`src/sfmc_pkg.sv`:
```
// ----------------------------------------------------------------------------
// SBUS frame to motor commands: shared types and constants
// Item, result, configuration and queue entry types, codes and limits.
// ----------------------------------------------------------------------------
package sfmc_pkg;

    localparam int FRAME_BYTES = 25;
    localparam int AGE_BITS    = 11;
    localparam int CNT_W       = 5;
    localparam int QUEUE_DEPTH = 4;
    localparam int QPTR_W      = $clog2(QUEUE_DEPTH);
    localparam int RAW_BITS    = 11;
    localparam int PROD_W      = 26;

    localparam logic [7:0] START_MARK    = 8'h0F;
    localparam logic [7:0] END_MARK      = 8'h00;
    localparam logic [7:0] FLAG_LOST     = 8'h04;
    localparam logic [7:0] FLAG_FAILSAFE = 8'h08;
    localparam logic [CNT_W-1:0] FLAG_INDEX = CNT_W'(23);
    localparam logic [CNT_W-1:0] LAST_INDEX = CNT_W'(FRAME_BYTES - 1);

    localparam logic [1:0] CMD_BYTE = 2'd0;
    localparam logic [1:0] CMD_IDLE = 2'd1;
    localparam logic [1:0] CMD_TICK = 2'd2;

    localparam logic [2:0] OP_NONE  = 3'd0;
    localparam logic [2:0] OP_BYTE  = 3'd1;
    localparam logic [2:0] OP_FRAME = 3'd2;
    localparam logic [2:0] OP_DROP  = 3'd3;
    localparam logic [2:0] OP_TICK  = 3'd4;

    localparam logic [2:0] ST_NONE  = 3'd0;
    localparam logic [2:0] ST_GOOD  = 3'd1;
    localparam logic [2:0] ST_LOST  = 3'd2;
    localparam logic [2:0] ST_DELIM = 3'd3;
    localparam logic [2:0] ST_SHORT = 3'd4;

    localparam logic [2:0] CFG_CENTER   = 3'd0;
    localparam logic [2:0] CFG_MIN      = 3'd1;
    localparam logic [2:0] CFG_MAX      = 3'd2;
    localparam logic [2:0] CFG_DEADBAND = 3'd3;
    localparam logic [2:0] CFG_CMD_MAX  = 3'd4;
    localparam logic [2:0] CFG_TIMEOUT  = 3'd5;
    localparam logic [2:0] CFG_SEL_A    = 3'd6;
    localparam logic [2:0] CFG_SEL_B    = 3'd7;

    localparam int CFG_W = 15;

    typedef struct packed {
        logic [1:0] cmd;
        logic [7:0] data_byte;
    } t_item;

    typedef struct packed {
        logic signed [15:0] motor_a_command;
        logic signed [15:0] motor_b_command;
        logic               commands_valid;
        logic [2:0]         frame_status;
    } t_result;

    typedef struct packed {
        logic [10:0] channel_center;
        logic [10:0] channel_min;
        logic [10:0] channel_max;
        logic [9:0]  deadband;
        logic [14:0] command_max;
        logic [9:0]  timeout_ticks;
        logic [3:0]  channel_a_select;
        logic [3:0]  channel_b_select;
    } t_cfg;

    typedef struct packed {
        logic [2:0]       op;
        logic [CNT_W-1:0] idx;
        logic [7:0]       data;
    } t_op;

endpackage

```
`src/sfmc_front.sv`:
```
// ----------------------------------------------------------------------------
// SBUS front end
// Counts frame bytes and turns each accepted word into a queued operation.
// ----------------------------------------------------------------------------
module sfmc_front (
    input  logic          i_clk,
    input  logic          i_rst_n,
    input  logic          push,
    output logic          full,
    input  sfmc_pkg::t_item i_item,
    input  logic          i_q_full,
    output logic          o_enq,
    output sfmc_pkg::t_op o_op
);
    import sfmc_pkg::*;

    logic [CNT_W-1:0] r_count;
    logic [CNT_W-1:0] n_count;

    assign full  = i_q_full;
    assign o_enq = push && !i_q_full;

    always_comb begin
        n_count   = r_count;
        o_op.op   = OP_NONE;
        o_op.idx  = r_count;
        o_op.data = i_item.data_byte;
        unique case (i_item.cmd)
            CMD_BYTE: begin
                if (r_count == LAST_INDEX) begin
                    o_op.op = OP_FRAME;
                    n_count = '0;
                end else begin
                    o_op.op = OP_BYTE;
                    n_count = r_count + CNT_W'(1);
                end
            end
            CMD_IDLE: begin
                if (r_count != '0) begin
                    o_op.op = OP_DROP;
                    n_count = '0;
                end
            end
            CMD_TICK: o_op.op = OP_TICK;
            default:  o_op.op = OP_NONE;
        endcase
    end

    always_ff @(posedge i_clk) begin
        if (!i_rst_n) begin
            r_count <= '0;
        end else if (o_enq) begin
            r_count <= n_count;
        end
    end

endmodule

```
`src/sfmc_queue.sv`:
```
// ----------------------------------------------------------------------------
// SBUS operation queue
// Short first-in first-out buffer between front end and back end.
// ----------------------------------------------------------------------------
module sfmc_queue (
    input  logic          i_clk,
    input  logic          i_rst_n,
    input  logic          i_enq,
    input  sfmc_pkg::t_op i_op,
    output logic          o_full,
    input  logic          i_deq,
    output logic          o_valid,
    output sfmc_pkg::t_op o_op
);
    import sfmc_pkg::*;

    t_op               r_slot [QUEUE_DEPTH];
    logic [QPTR_W-1:0] r_wr;
    logic [QPTR_W-1:0] r_rd;
    logic [QPTR_W:0]   r_used;

    assign o_full  = (r_used == (QPTR_W+1)'(QUEUE_DEPTH));
    assign o_valid = (r_used != '0);
    assign o_op    = r_slot[r_rd];

    always_ff @(posedge i_clk) begin
        if (i_enq) begin
            r_slot[r_wr] <= i_op;
        end
    end

    always_ff @(posedge i_clk) begin
        if (!i_rst_n) begin
            r_wr   <= '0;
            r_rd   <= '0;
            r_used <= '0;
        end else begin
            if (i_enq) begin
                r_wr <= r_wr + QPTR_W'(1);
            end
            if (i_deq) begin
                r_rd <= r_rd + QPTR_W'(1);
            end
            r_used <= r_used + (QPTR_W+1)'(i_enq) - (QPTR_W+1)'(i_deq);
        end
    end

    a_no_overflow: assert property (@(posedge i_clk) disable iff (!i_rst_n)
        i_enq |-> (!o_full || i_deq)) else $error("queue overflow");
    a_no_underflow: assert property (@(posedge i_clk) disable iff (!i_rst_n)
        i_deq |-> o_valid) else $error("queue underflow");
    a_count_bound: assert property (@(posedge i_clk) disable iff (!i_rst_n)
        r_used <= (QPTR_W+1)'(QUEUE_DEPTH)) else $error("queue count out of range");

endmodule

```
`src/sfmc_back.sv`:
```
// ----------------------------------------------------------------------------
// SBUS back end
// Stores frame bytes, checks frames, maps channels to commands, emits words.
// ----------------------------------------------------------------------------
module sfmc_back (
    input  logic            i_clk,
    input  logic            i_rst_n,
    input  sfmc_pkg::t_cfg  i_cfg,
    input  logic            i_q_valid,
    input  sfmc_pkg::t_op   i_op,
    output logic            o_deq,
    output logic            empty,
    input  logic            pop,
    output sfmc_pkg::t_result o_result
);
    import sfmc_pkg::*;

    localparam logic [2:0] S_IDLE = 3'd0;
    localparam logic [2:0] S_READ = 3'd1;
    localparam logic [2:0] S_MAP  = 3'd2;
    localparam logic [2:0] S_MUL  = 3'd3;
    localparam logic [2:0] S_DIV  = 3'd4;
    localparam logic [2:0] S_NEXT = 3'd5;
    localparam logic [2:0] S_EMIT = 3'd6;

    logic [7:0] r_store [FRAME_BYTES];
    logic [7:0] r_rd_data;

    logic [2:0]          r_state,   n_state;
    logic signed [15:0]  r_val_a,   n_val_a;
    logic signed [15:0]  r_val_b,   n_val_b;
    logic                r_good,    n_good;
    logic [AGE_BITS-1:0] r_age,     n_age;
    logic                r_out_valid;
    t_result             r_out;
    logic [7:0]          r_start_byte;
    logic [7:0]          r_flag_byte;
    logic                r_ch,      n_ch;
    logic [1:0]          r_step,    n_step;
    logic [7:0]          r_byte0,   r_byte1,  r_byte2;
    logic [10:0]         r_mag,     n_mag;
    logic [10:0]         r_span,    n_span;
    logic                r_neg,     n_neg;
    logic [PROD_W-1:0]   r_prod,    n_prod;
    logic [10:0]         r_rem,     n_rem;
    logic [4:0]          r_div_cnt, n_div_cnt;
    logic signed [15:0]  r_tmp_a,   n_tmp_a;

    logic        out_free;
    logic        out_load;
    logic [2:0]  out_status;
    logic        wr_en;
    logic [3:0]  sel;
    logic [7:0]  bitpos;
    logic [CNT_W-1:0] rd_addr;
    logic [23:0] word;
    logic [10:0] raw;
    logic signed [11:0] off;
    logic [11:0] span_full;
    logic [11:0] div_sh;
    logic        div_ge;
    logic [14:0] q_clamped;
    logic signed [15:0] q_signed;
    logic        valid_now;

    assign out_free = !r_out_valid || pop;
    assign empty    = !r_out_valid;
    assign o_result = r_out;

    assign sel     = r_ch ? i_cfg.channel_b_select : i_cfg.channel_a_select;
    assign bitpos  = {4'd0, sel} * 8'd11;
    assign rd_addr = bitpos[7:3] + CNT_W'(r_step) + CNT_W'(1);
    assign wr_en   = o_deq && (i_op.op == OP_BYTE || i_op.op == OP_FRAME);

    always_ff @(posedge i_clk) begin
        if (wr_en) begin
            r_store[i_op.idx] <= i_op.data;
        end
    end

    always_ff @(posedge i_clk) begin
        r_rd_data <= r_store[rd_addr];
    end

    assign word      = {r_byte2, r_byte1, r_byte0};
    assign raw       = RAW_BITS'(word >> bitpos[2:0]);
    assign off       = $signed({1'b0, raw}) - $signed({1'b0, i_cfg.channel_center});
    assign span_full = off[11] ? ({1'b0, i_cfg.channel_center} - {1'b0, i_cfg.channel_min})
                               : ({1'b0, i_cfg.channel_max} - {1'b0, i_cfg.channel_center});
    assign div_sh    = {r_rem, r_prod[PROD_W-1]};
    assign div_ge    = div_sh >= {1'b0, r_span};
    assign q_clamped = (r_prod > PROD_W'(i_cfg.command_max)) ? i_cfg.command_max
                                                             : r_prod[14:0];
    assign q_signed  = r_neg ? -$signed({1'b0, q_clamped}) : $signed({1'b0, q_clamped});

    always_comb begin
        n_state    = r_state;
        n_val_a    = r_val_a;
        n_val_b    = r_val_b;
        n_good     = r_good;
        n_age      = r_age;
        n_ch       = r_ch;
        n_step     = r_step;
        n_mag      = r_mag;
        n_span     = r_span;
        n_neg      = r_neg;
        n_prod     = r_prod;
        n_rem      = r_rem;
        n_div_cnt  = r_div_cnt;
        n_tmp_a    = r_tmp_a;
        o_deq      = 1'b0;
        out_load   = 1'b0;
        out_status = ST_NONE;
        unique case (r_state)
            S_IDLE: begin
                if (i_q_valid && out_free) begin
                    o_deq = 1'b1;
                    priority case (i_op.op)
                        OP_FRAME: begin
                            if (r_start_byte != START_MARK || i_op.data != END_MARK) begin
                                out_load   = 1'b1;
                                out_status = ST_DELIM;
                            end else if ((r_flag_byte & (FLAG_LOST | FLAG_FAILSAFE)) != 8'd0)
                            begin
                                n_val_a    = '0;
                                n_val_b    = '0;
                                n_good     = 1'b0;
                                n_age      = '0;
                                out_load   = 1'b1;
                                out_status = ST_LOST;
                            end else begin
                                n_ch    = 1'b0;
                                n_step  = '0;
                                n_state = S_READ;
                            end
                        end
                        OP_DROP: begin
                            out_load   = 1'b1;
                            out_status = ST_SHORT;
                        end
                        OP_TICK: begin
                            if (r_age != '1) begin
                                n_age = r_age + AGE_BITS'(1);
                            end
                            out_load = 1'b1;
                        end
                        default: out_load = 1'b1;
                    endcase
                end
            end
            S_READ: begin
                n_step = r_step + 2'd1;
                if (r_step == 2'd3) begin
                    n_state = S_MAP;
                end
            end
            S_MAP: begin
                n_neg = off[11];
                n_mag = off[11] ? 11'(-off) : 11'(off);
                n_span = span_full[10:0];
                if (off == '0 || n_mag < {1'b0, i_cfg.deadband}) begin
                    n_prod  = '0;
                    n_state = S_NEXT;
                end else if (span_full[11] || span_full == '0) begin
                    n_prod  = PROD_W'(i_cfg.command_max);
                    n_state = S_NEXT;
                end else begin
                    n_state = S_MUL;
                end
            end
            S_MUL: begin
                n_prod    = PROD_W'(r_mag * i_cfg.command_max);
                n_rem     = '0;
                n_div_cnt = '0;
                n_state   = S_DIV;
            end
            S_DIV: begin
                n_rem     = div_ge ? 11'(div_sh - {1'b0, r_span}) : div_sh[10:0];
                n_prod    = {r_prod[PROD_W-2:0], div_ge};
                n_div_cnt = r_div_cnt + 5'd1;
                if (r_div_cnt == 5'(PROD_W - 1)) begin
                    n_state = S_NEXT;
                end
            end
            S_NEXT: begin
                if (!r_ch) begin
                    n_tmp_a = q_signed;
                    n_ch    = 1'b1;
                    n_step  = '0;
                    n_state = S_READ;
                end else begin
                    n_val_a = r_tmp_a;
                    n_val_b = q_signed;
                    n_good  = 1'b1;
                    n_age   = '0;
                    n_state = S_EMIT;
                end
            end
            S_EMIT: begin
                if (out_free) begin
                    out_load   = 1'b1;
                    out_status = ST_GOOD;
                    n_state    = S_IDLE;
                end
            end
            default: n_state = S_IDLE;
        endcase
    end

    assign valid_now = n_good && ({{(AGE_BITS > 10 ? 1 : 11 - AGE_BITS){1'b0}}, n_age}
                       <= {{(AGE_BITS > 10 ? AGE_BITS - 9 : 1){1'b0}}, i_cfg.timeout_ticks});

    always_ff @(posedge i_clk) begin
        if (!i_rst_n) begin
            r_state     <= S_IDLE;
            r_val_a     <= '0;
            r_val_b     <= '0;
            r_good      <= 1'b0;
            r_age       <= '0;
            r_out_valid <= 1'b0;
            r_ch        <= 1'b0;
            r_step      <= '0;
            r_div_cnt   <= '0;
        end else begin
            r_state   <= n_state;
            r_val_a   <= n_val_a;
            r_val_b   <= n_val_b;
            r_good    <= n_good;
            r_age     <= n_age;
            r_ch      <= n_ch;
            r_step    <= n_step;
            r_div_cnt <= n_div_cnt;
            if (out_load) begin
                r_out_valid <= 1'b1;
            end else if (pop) begin
                r_out_valid <= 1'b0;
            end
        end
    end

    always_ff @(posedge i_clk) begin
        r_mag   <= n_mag;
        r_span  <= n_span;
        r_neg   <= n_neg;
        r_prod  <= n_prod;
        r_rem   <= n_rem;
        r_tmp_a <= n_tmp_a;
        if (wr_en && i_op.idx == '0) begin
            r_start_byte <= i_op.data;
        end
        if (wr_en && i_op.idx == FLAG_INDEX) begin
            r_flag_byte <= i_op.data;
        end
        if (r_state == S_READ && r_step == 2'd1) begin
            r_byte0 <= r_rd_data;
        end
        if (r_state == S_READ && r_step == 2'd2) begin
            r_byte1 <= r_rd_data;
        end
        if (r_state == S_READ && r_step == 2'd3) begin
            r_byte2 <= r_rd_data;
        end
        if (out_load) begin
            r_out.motor_a_command <= valid_now ? n_val_a : '0;
            r_out.motor_b_command <= valid_now ? n_val_b : '0;
            r_out.commands_valid  <= valid_now;
            r_out.frame_status    <= out_status;
        end
    end

    a_deq_idle: assert property (@(posedge i_clk) disable iff (!i_rst_n)
        o_deq |-> (r_state == S_IDLE && i_q_valid)) else $error("dequeue outside idle");
    a_load_free: assert property (@(posedge i_clk) disable iff (!i_rst_n)
        out_load |-> out_free) else $error("pending word overwritten");
    a_div_bound: assert property (@(posedge i_clk) disable iff (!i_rst_n)
        r_state == S_DIV |-> r_div_cnt < 5'(PROD_W)) else $error("divider overrun");
    a_good_emit: assert property (@(posedge i_clk) disable iff (!i_rst_n)
        r_state == S_EMIT |-> (r_good && r_age == '0)) else $error("good word without frame");

endmodule

```
`src/sbus_frame_to_motor_commands_core.sv`:
```
// A received byte, idle event or tick is taken and queued (four deep); the back end
// retires one word per cycle while no result is pending unpopped, except the last
// byte of a good frame: per channel it reads the bytes, maps, then multiplies and
// runs a 26-step restoring divider unless the map settles the command. push is held
// off by full only while the queue is full, so bursts of bytes run at one per cycle.
// ----------------------------------------------------------------------------
// SBUS frame to motor commands core
// Collects SBUS frames and turns two selected channels into signed commands.
// ----------------------------------------------------------------------------
module sbus_frame_to_motor_commands_core (
    input  logic                     i_clk,
    input  logic                     i_rst_n,
    input  logic                     push,
    output logic                     full,
    input  sfmc_pkg::t_item          i_item,
    output logic                     empty,
    input  logic                     pop,
    output sfmc_pkg::t_result        o_result,
    input  logic                     i_cfg_we,
    input  logic [2:0]               i_cfg_idx,
    input  logic [sfmc_pkg::CFG_W-1:0] i_cfg_data
);
    import sfmc_pkg::*;

    t_cfg r_cfg;
    t_op  front_op;
    t_op  queue_op;
    logic enq;
    logic deq;
    logic q_full;
    logic q_valid;

    always_ff @(posedge i_clk) begin
        if (!i_rst_n) begin
            r_cfg.channel_center   <= 11'd992;
            r_cfg.channel_min      <= 11'd172;
            r_cfg.channel_max      <= 11'd1811;
            r_cfg.deadband         <= 10'd20;
            r_cfg.command_max      <= 15'd25000;
            r_cfg.timeout_ticks    <= 10'd50;
            r_cfg.channel_a_select <= 4'd0;
            r_cfg.channel_b_select <= 4'd2;
        end else if (i_cfg_we) begin
            unique case (i_cfg_idx)
                CFG_CENTER:   r_cfg.channel_center   <= i_cfg_data[10:0];
                CFG_MIN:      r_cfg.channel_min      <= i_cfg_data[10:0];
                CFG_MAX:      r_cfg.channel_max      <= i_cfg_data[10:0];
                CFG_DEADBAND: r_cfg.deadband         <= i_cfg_data[9:0];
                CFG_CMD_MAX:  r_cfg.command_max      <= i_cfg_data[14:0];
                CFG_TIMEOUT:  r_cfg.timeout_ticks    <= i_cfg_data[9:0];
                CFG_SEL_A:    r_cfg.channel_a_select <= i_cfg_data[3:0];
                CFG_SEL_B:    r_cfg.channel_b_select <= i_cfg_data[3:0];
                default:      r_cfg.channel_center   <= r_cfg.channel_center;
            endcase
        end
    end

    sfmc_front u_front (
        .i_clk    (i_clk),
        .i_rst_n  (i_rst_n),
        .push     (push),
        .full     (full),
        .i_item   (i_item),
        .i_q_full (q_full),
        .o_enq    (enq),
        .o_op     (front_op)
    );

    sfmc_queue u_queue (
        .i_clk   (i_clk),
        .i_rst_n (i_rst_n),
        .i_enq   (enq),
        .i_op    (front_op),
        .o_full  (q_full),
        .i_deq   (deq),
        .o_valid (q_valid),
        .o_op    (queue_op)
    );

    sfmc_back u_back (
        .i_clk     (i_clk),
        .i_rst_n   (i_rst_n),
        .i_cfg     (r_cfg),
        .i_q_valid (q_valid),
        .i_op      (queue_op),
        .o_deq     (deq),
        .empty     (empty),
        .pop       (pop),
        .o_result  (o_result)
    );

endmodule
```
`config.mk`:
```
export PLATFORM = sky130hd
export DESIGN_NAME = sbus_frame_to_motor_commands_core
export DESIGN_NICKNAME = d
export VERILOG_FILES = /design/src/sfmc_pkg.sv /design/src/sfmc_front.sv /design/src/sfmc_queue.sv /design/src/sfmc_back.sv /design/src/sbus_frame_to_motor_commands_core.sv
export SDC_FILE = /design/constraint.sdc
export NUM_CORES = 1
export LEC_CHECK = 0
export ABC_AREA = 1
export BUFFER_PORTS_ARGS = -buffer_cell sky130_fd_sc_hd__buf_2
export CAP_MARGIN = 5
export CORE_ASPECT_RATIO = 2
export CORE_UTILIZATION = 58
export CTS_BUF_LIST = sky130_fd_sc_hd__clkbuf_8
export DETAILED_ROUTE_END_ITERATION = 8
export GPL_ROUTABILITY_DRIVEN = 0
export PLACE_DENSITY_LB_ADDON = 0.1
export SETUP_SLACK_MARGIN = 0.15
export SKIP_LAST_GASP = 1
export SYNTH_ARGS = -nofsm -noshare
export SYNTH_HDL_FRONTEND = slang
export SYNTH_HIERARCHICAL = 1
export SYNTH_SLANG_ARGS = --single-unit
```
`constraint.sdc`:
```
create_clock -name i_clk -period 8.69 [get_ports i_clk]
set_input_delay 1.738 -clock i_clk [delete_from_list [all_inputs] [get_ports i_clk]]
set_output_delay 1.738 -clock i_clk [all_outputs]
set_load 0.02 [all_outputs]
```
==> impl_metrics.yaml, run 1 <==
placed_design:
  port_buffers: 70
  place_inst: 4353
  dpl.hpwl_um: 63000
  place_ws_ns: 1.38
min_path:
  min_path_type: "reg2reg"
logic_synthesis:
  syn_inst: 3660
  ys_seq_area_share_pct: 46.4
  synth_top_flop_cell: "edfxtp_1"
  synth_warnings: 6
  netlist_area_um2: 32800
  synth_edf_count: 404
  synth_cell_type_count: 66
  synth_nets: 3988
  ys_ff_latch: 558
  synth_area_per_cell_um2: 8.95
  async_reset_ff_share_pct: 0
finish:
  area_growth_pct: 7.36
  layout_commonest_cell: "nand2_1"
  final_nets: 4018
  layout-drive-gt1-share_pct: 8.10
  utilization_pct: 63.3
  finalNonFillerCells: 4499
  final_cell_mix: "739 x nand2_1, 566 x inv_1, 413 x nor2_1, 404 x edfxtp_1, 207 x o21ai_0"
grt:
  first_global_vias: 26800
  antenna_found_initial: 1
  grt-ovfl-total: 0
  track_usage_pct: 30.9
  grt_start_max_net_pins: 98
  grt_pass1_wl_um: 137000
routing:
  wl_per_cell_um: 19.2
  dr.pass1.iters: 6
  drtIter0Drc: 1844
  drt-vias-per-instance: 5.76
  vias: 25900
  ant_nets: 0
  drcViolationCount: 0
  routed_wl_um: 86500
power_and_ir_drop:
  power_frac_comb_pct: 27.3
  peakVddDrop_mv: 0.295
  power.internal_mw: 4.99
  p_per_area_nw_per_um2: 217
  p_sw_mw: 2.66
  switching_share_pct: 34.7
  pwr-share-seq_pct: 44.5
  cellLeakagePower_nw: 15.3
  clockPowerShare_pct: 28.2
sta:
  min_period_ns: 7.44
  maxSlewViolCount: 0
  tightest_slew_ns: 1.19
  fin_skew_ns: 0.0379
  slew_headroom_pct: 20.6
  setup_viol: 0
  tns_ns: 0
  worst_slack_ns: 1.25
  hold_viol_final: 0
  rsz0062_at_grt: "no"
  fin_crit_sh_pct: 85.6
  clock.fmax_mhz: 134
floorplanning:
  die-area_um2: 57500
  die_h_um: 338
  initial_utilization_pct: 59.0
  num_rows: 122
  io_pins: 71
  core_area_um2: 55600
  die_w_um: 170
setup_path:
  cp_max_fo: 30
  critical_path_required_ns: 8.97
  cp_common_cell: "nand2_1"
  end_kind: "flop"
  slowest_stage: "inv_1"
  startpoint_type: "flop"
  crit_arrival_ns: 7.72
  critPathKind: "reg2reg"
  cpPeakStageDelay_ns: 0.77
clocking:
  cts.htree.levels: 3
  clk_pin_slew_worst_paths_ns: 0.07
  post_cts_buffers: 0
  cts.sinks: 558
  ctsHoldBuffers: 0
  cts_buffer_depth: 3
  cts_tree: "built"
  insertion_delay_ns: 0.69
  cts_buffers: 79
  root_buffer: "clkbuf_8"
  cts_resized: 0
flow_run:
  maxCapViolations: 0
outcome:
  outcome: "completed"
[critical path, delay by kind of cell (launching register included)]
family	cells	cell delay (ns)
flops	1	0.42
buf+inv	8	1.76
compound gates	7	1.26
simple gates	13	1.93
xor+xnor	1	0.13
fa+ha+maj	3	1.48
[routing by layer]
metal / track usage (%) / vias to the layer above / wire length, um
met5: 0 / - / 0
met4: 23.6 / 0 / 7020
met3: 5.16 / 402 / 4350
met2: 56.7 / 977 / 46100
met1: 30.2 / 12400 / 29000
li1: - / 12200 / -
[metrics by stage]
step | instance area [um^2] | hold WS, ns | power, mW
floorplan | 32800 | 0.404 | 4.86
global placement | 33500 | 0.409 | 5.45
detailed placement | 33500 | 0.413 | 5.52
CTS | 35200 | 0.429 | 7.68
global route | 35200 | 0.447 | 8.05
finish | 35200 | 0.429 | 7.65
[cell usage after synthesis (5+ instances only)]
library cell / number / share of area, %
nand2_1: 739 / 8.5
inv_1: 544 / 6.2
nor2_1: 415 / 4.8
edfxtp_1: 404 / 37
o21ai_0: 207 / 3.2
nand3_1: 198 / 3.0
ha_1: 172 / 6.6
a21oi_1: 156 / 2.4
dfxtp_1: 154 / 9.4
fa_1: 123 / 7.5
clkbuf_1: 86 / 0.99
o211ai_1: 54 / 1.2
o221ai_1: 31 / 0.83
o22ai_1: 29 / 0.55
nand4_1: 25 / 0.48
buf_2: 23 / 0.35
nand2_2: 21 / 0.40
xor2_1: 21 / 0.56
o21ai_1: 20 / 0.31
xnor2_1: 19 / 0.51
a22oi_1: 17 / 0.39
buf_4: 15 / 0.34
nor2_2: 15 / 0.29
a31oi_1: 14 / 0.27
nor3_1: 13 / 0.20
nand3b_1: 11 / 0.25
nand3_2: 10 / 0.31
buf_6: 9 / 0.31
nor2_4: 9 / 0.31
mux2i_1: 7 / 0.21
a211oi_1: 6 / 0.14
a21o_1: 6 / 0.14
a21oi_2: 6 / 0.16
buf_1: 6 / 0.069
clkinv_1: 6 / 0.069
inv_2: 6 / 0.069
o21bai_1: 6 / 0.14
nor4_1: 5 / 0.095
o31ai_1: 5 / 0.11
or2_2: 5 / 0.095
[cells by family (layout without fill, tap and decap cells)]
logic type                 count (synthesis)  in the layout  synth area share [%]
muxes                                      7              7                 0.214
adders and majority gates                295            295                  14.1
AOI/OAI and AO/OA                        575            575                  10.3
xor gates and xnor gates                  43             43                  1.22
DFF                                      558            558                  46.4
buffers and inverters                    697            791                  8.54
other                                      0              1                     0
and+or+nand+nor                         1485           1485                  19.2
[area by class of cell]
cell class                 count  area (um^2)
tap                          744          931
clock inverter                64          546
timing repair buffer          90          503
antenna                        1         2.50
fill                        4850        20400
inverter                     556         2090
clock buffer                  81         1110
multi-input combinational   2405        14800
sequential                   558        15200
[power groups by stage]
stage	clock, mW	combinational, mW	sequential, mW
2_1_floorplan	0	1.34	3.52
3_3_place_gp	0	2.00	3.45
3_5_place_dp	0	2.06	3.46
4_1_cts	2.21	2.07	3.40
5_1_grt	2.32	2.31	3.42
6_report	2.16	2.09	3.40
[path summary, 6_finish.rpt]
| check | startpoint | to | slack, ns | depth (start not counted) |
|---|---|---|---|---|
| worst min register to register | u_back/r_rd_data[6] | u_back/r_byte0[6] | 0.43 | 0 |
| worst max-delay path | u_back/r_ch | u_back/r_prod[8] | 1.25 | 32 |
| worst max register to register | u_back/r_ch | u_back/r_prod[8] | 1.25 | 32 |
| worst min-delay path | u_back/r_rd_data[6] | u_back/r_byte0[6] | 0.43 | 0 |
[registers in the layout, summed over array words and instances, names as in the netlist, 16 cells and up, named ones only]
signal / cells
u_back/r_prod: 26
u_back/r_val_a: 16
u_back/r_tmp_a: 16
u_back/o_result: 36
r_cfg: 76
u_back/r_store: 200
u_back/r_val_b: 16
u_queue/r_slot: 64
Note: power is estimated with default switching activity, not from simulation.
==> run 2, diff against run 1 <==
Settings changed: CORE_ASPECT_RATIO 2 to default.
Clock period 8.69 ns to 7.28 ns, I/O delays scaled along.
==> run 2 against run 1 <==
Clock power up 31%. Wire length is 6.1% lower. Critical path type unchanged. Combinational power is 19% higher. Global-route usage decreased by 1.9 points. Highest routed layer unchanged. Critical endpoint is now u_back/r_prod[25]. Clock-buffer cell count up 20. Clock skew is 0.0079 ns lower. Die area barely moved. First-iteration DRC count down 5.5%. Design area increased by 1.1%. Worst setup slack lost 0.42 ns. Fmax rose by 15%. Via count is 1.6% lower.
==> impl_metrics.yaml, run 2 (synthesis gave the netlist of run 1 again) <==
sta:
  slew_headroom_pct: 13.3
  maxSlewViolCount: 0
  rsz0062_at_grt: "no"
  clock.fmax_mhz: 155
  fin_skew_ns: 0.0301
  tightest_slew_ns: 1.29
  fin_crit_sh_pct: 88.6
  min_period_ns: 6.45
  tns_ns: 0
  setup_viol: 0
  hold_viol_final: 0
setup_path:
  rr_endpoint: "u_back/r_prod[25]"
  slowest_stage: "ha_1"
  startpoint_type: "flop"
  critical_path_required_ns: 7.61
  cp_max_fo: 30
  critPathKind: "reg2reg"
  cp_top_family: "simple AND/OR/NAND/NOR gates"
  reg2reg_depth: 31
  cpPeakStageDelay_ns: 0.57
  end_kind: "flop"
  rr_startpoint: "u_back/r_ch"
  cp_common_cell: "nand2_1"
  reg2reg_slack_ns: 0.83
  crit_arrival_ns: 6.78
  path_buf_inv: 6
clocking:
  cts.sinks: 558
  cts_resized: 0
  insertion_delay_ns: 0.68
  cts_buffer_depth: 3
  root_buffer: "clkbuf_8"
  ctsHoldBuffers: 0
  cts.htree.levels: 3
  clk_pin_slew_worst_paths_ns: 0.06
  post_cts_buffers: 0
  cts_buffers: 90
  cts_tree: "built"
grt:
  grt-ovfl-total: 0
  first_global_vias: 25400
  grt_pass1_wl_um: 130000
  track_usage_pct: 29.0
  grt_start_max_net_pins: 97
  antenna_found_initial: 1
placed_design:
  port_buffers: 70
  dpl.hpwl_um: 57100
  place_area_um2: 33700
finish:
  reg_top3: "u_back/r_store x200, r_cfg x76, u_queue/r_slot x64"
  registers.top_by_ff_count: "u_back/r_store"
  area_growth_pct: 8.54
  layout_commonest_cell: "nand2_1"
  regArea_um2: 15200
  largest_register_ffs: 200
  finish.instance_area_um2: 35600
  layout-drive-gt1-share_pct: 8.75
  multiInputGateArea_um2: 14800
  num-fill-cells: 4619
  final_nets: 4046
  final_cell_mix: "738 x nand2_1, 570 x inv_1, 413 x nor2_1, 404 x edfxtp_1, 207 x o21ai_0"
routing:
  wl_per_cell_um: 17.9
  dr.pass1.iters: 6
  routed_wl_um: 81200
  ant_nets: 0
  drcViolationCount: 0
  drt-vias-per-instance: 5.61
  drtIter0Drc: 1742
  vias: 25500
power_and_ir_drop:
  peakVddDrop_mv: 0.275
  p_per_area_nw_per_um2: 263
  cellLeakagePower_nw: 15.6
outcome:
  outcome: "completed"
floorplanning:
  initial_utilization_pct: 59.1
  die_w_um: 240
  die-area_um2: 57400
  io_pins: 71
  core_area_um2: 55400
  die_h_um: 240
  num_rows: 86
flow_run:
  maxCapViolations: 0
min_path:
  hold_start: "u_back/r_rd_data[3]"
  holdPathStages: 0
  min_path_type: "reg2reg"
  whs_endpoint: "u_back/r_byte0[3]"
## run 2: cell count changes in the layout (fill, tap and decap cells not counted), moves of 3 or more
cell	change
clkinv_4	-3
inv_12	-3
buf_4	+17
clkinv_1	+7
clkbuf_8	+20
inv_1	+4
## run 2: report_power, final
| group | switching (mW) | total, mW | internal, mW |
|---|---|---|---|
| combinational | 1.78 | 2.48 | 0.708 |
| clock | 1.26 | 2.82 | 1.57 |
| sequential | 0.117 | 4.06 | 3.95 |
## run 2: worst max-delay path by stage
stage / start / to / slack [ns] / depth (start not counted)
after CTS: u_back/r_ch / u_back/r_prod[0] / 0.85 / 31
after global routing: u_back/r_ch / u_back/r_prod[13] / 0.23 / 33
after floorplan: u_back/r_ch / u_back/r_prod[0] / 1.37 / 32
final: u_back/r_ch / u_back/r_prod[25] / 0.83 / 31
after global placement: u_back/r_ch / u_back/r_prod[10] / 1.11 / 31
after detailed placement: u_back/r_ch / u_back/r_prod[7] / 0.89 / 31
## run 2: layout make-up
type                    count  share of cell area [%]
well taps                 748                    2.63
flip-flops and latches    558                    42.8
inverters                 556                    5.88
repair buffers            107                    1.77
multi-input cells        2405                    41.6
diodes                      1                 0.00704
clock buffers             101                    3.91
clock inverters            66                    1.43
## run 2: worst register-to-register path: cells and delay by family (launching register included)
kind,cells,cell delay [ns]
simple gates,14,1.86
buf+inv,6,1.48
fa+ha+maj,3,1.24
compound gates,7,0.93
flops,1,0.43
xor+xnor,1,0.17
## run 2: through the flow
step | instances | total power [mW] | hold slack [ns] | util [%] | worst slack (ns)
after floorplan | 3660 | 5.80 | 0.404 | - | 1.37
after global placement | 4374 | 6.50 | 0.407 | 60.7 | 1.11
after detailed placement | 4374 | 6.59 | 0.423 | 60.7 | 0.893
after CTS | 4541 | 9.41 | 0.431 | 64.2 | 0.854
after global routing | 4542 | 9.86 | 0.446 | 64.2 | 0.235
final | 4542 | 9.37 | 0.443 | 64.2 | 0.829
## run 2: per-layer routing
metal  wire, um  global-route usage [%]
met1      32300                    35.0
met2      39600                    49.8
met3       5100                    4.05
met4       4140                    16.2
met5          0                       0
==> run 3, diff against run 2 <==
Settings changed: CORE_MARGIN from default to 2.
==> run 3 against run 2 <==
Design area down 0.28%. Fmax increased by 2.7%. Sequential share of layout area is 0.12 points higher. Clock skew decreased by 0.0033 ns. Sequential power barely moved. Combinational power barely moved. Largest cell class unchanged.
==> impl_metrics.yaml, run 3 (synthesis gave the netlist of run 1 again) <==
sta:
  fin_skew_ns: 0.0268
  hold_viol_final: 0
  fin_crit_sh_pct: 86.3
  clock.fmax_mhz: 159
  setup_viol: 0
  whs_ns: 0.436
  tightest_slew_ns: 1.11
  slew_headroom_pct: 25.8
  tns_ns: 0
  rsz0062_at_grt: "no"
  maxSlewViolCount: 0
  min_period_ns: 6.28
setup_path:
  reg2reg_slack_ns: 1.00
  slowest_stage: "ha_1"
  cp_common_cell: "nand2_1"
  critPathKind: "reg2reg"
  end_kind: "flop"
  crit_arrival_ns: 6.61
  reg2reg_depth: 28
  cp_top_family: "simple AND/OR/NAND/NOR gates"
  startpoint_type: "flop"
  cp-endpoint: "u_back/r_prod[3]"
  path_buf_inv: 5
  cp_max_fo: 26
  rr_endpoint: "u_back/r_prod[3]"
  cp.depth: 28
  cp-startpoint: "u_back/r_ch"
  cpPeakStageDelay_ns: 0.51
  critical_path_required_ns: 7.61
  rr_startpoint: "u_back/r_ch"
floorplanning:
  io_pins: 71
  die-area_um2: 58400
  die_w_um: 242
  initial_utilization_pct: 58.3
  die_h_um: 242
  core_area_um2: 56200
  num_rows: 87
grt:
  first_global_vias: 25500
  grt_start_max_net_pins: 55
  track_usage_pct: 27.9
  grt_pass1_wl_um: 131000
  antenna_found_initial: 3
  grt-ovfl-total: 0
finish:
  largest_register_ffs: 200
  layout_commonest_cell: "nand2_1"
  final_nets: 4048
  reg_top3: "u_back/r_store x200, r_cfg x76, u_queue/r_slot x64"
  area_growth_pct: 8.23
  registers.top_by_ff_count: "u_back/r_store"
  finish.instance_area_um2: 35500
  layout-drive-gt1-share_pct: 8.62
  final_cell_mix: "739 x nand2_1, 583 x inv_1, 413 x nor2_1, 404 x edfxtp_1, 207 x o21ai_0"
clocking:
  post_cts_buffers: 0
  cts_buffer_depth: 3
  clk_pin_slew_worst_paths_ns: 0.06
  cts.sinks: 558
  cts_buffers: 89
  cts_resized: 0
  insertion_delay_ns: 0.67
  cts.htree.levels: 3
  cts_tree: "built"
  ctsHoldBuffers: 0
  root_buffer: "clkbuf_8"
power_and_ir_drop:
  power_frac_comb_pct: 27.0
  pwr-share-seq_pct: 44.4
  clockPowerShare_pct: 28.6
  peakVddDrop_mv: 0.253
  switching_share_pct: 34.1
  p_per_area_nw_per_um2: 259
  power_mw: 9.17
  power.internal_mw: 6.05
  cellLeakagePower_nw: 15.6
  p_sw_mw: 3.12
placed_design:
  place_area_um2: 33700
  dpl.hpwl_um: 56900
  port_buffers: 70
routing:
  drt-met1-wl_um: 32500
  top_layer_used: "met5"
  drcViolationCount: 0
  ant_nets: 0
  wl_per_cell_um: 17.7
  routed_wl_um: 80700
  drt-vias-per-instance: 5.57
  dr_wl_met2_um: 39600
  drtIter0Drc: 2089
  vias: 25300
  dr.pass1.iters: 9
  wl_met3_um: 4910
outcome:
  outcome: "completed"
flow_run:
  maxCapViolations: 0
min_path:
  min_path_type: "reg2reg"
==> run 3: how the worst min path moves through the flow <==
stage          cells after the start                end                start
2_1_floorplan                      0  u_back/r_byte0[2]  u_back/r_rd_data[2]
3_3_place_gp                       0  u_back/r_byte0[7]  u_back/r_rd_data[7]
3_5_place_dp                       0  u_back/r_byte1[7]  u_back/r_rd_data[7]
4_1_cts                            0  u_back/r_byte0[2]  u_back/r_rd_data[2]
5_1_grt                            0  u_back/r_byte0[7]  u_back/r_rd_data[7]
6_report                           0  u_back/r_byte1[7]  u_back/r_rd_data[7]
==> run 3: cell type report <==
cell class              count  area, um^2
diodes                      1        2.50
clock buffers             105        1450
clock inverters            61         327
fillers                  4743       20700
inverters                 556        2090
multi-input cells        2405       14800
flip-flops and latches    558       15200
well taps                 756         946
repair buffers            110         653
==> run 3: worst reg2reg max path: cells and delay by family (launching register included) <==
family,cells,cell delay (ns)
AO/OA/AOI/OAI,6,1.15
XOR/XNOR,1,0.21
adder cells (fa/ha/maj),3,1.15
buffers and inverters,5,1.32
flip-flops,1,0.44
multiplexers,1,0.13
AND/OR/NAND/NOR,12,1.53
==> run 3: routing by layer <==
| layer | up-vias | GRT usage (%) |
|---|---|---|
| met5 | - | 0 |
| met3 | 193 | 3.72 |
| met4 | 2 | 14.1 |
| li1 | 12200 | - |
| met2 | 887 | 47.8 |
| met1 | 12100 | 34.7 |
==> run 3: power groups by stage <==
| stage | registers [mW] | logic, mW | clock network, mW |
|---|---|---|---|
| CTS | 4.07 | 2.47 | 2.68 |
| detailed placement | 4.14 | 2.46 | 0 |
| global placement | 4.13 | 2.39 | 0 |
| global route | 4.10 | 2.76 | 2.84 |
| floorplan | 4.20 | 1.59 | 0 |
| finish | 4.07 | 2.48 | 2.62 |
==> run 3: per-stage QoR <==
step           utilization [%]  worst slack, ns  cells
3_3_place_gp              60.0             1.26   4385
2_1_floorplan                -             1.37   3660
3_5_place_dp              60.0             1.07   4385
4_1_cts                   63.1             1.08   4551
6_report                  63.1             1.00   4552
5_1_grt                   63.1            0.251   4552
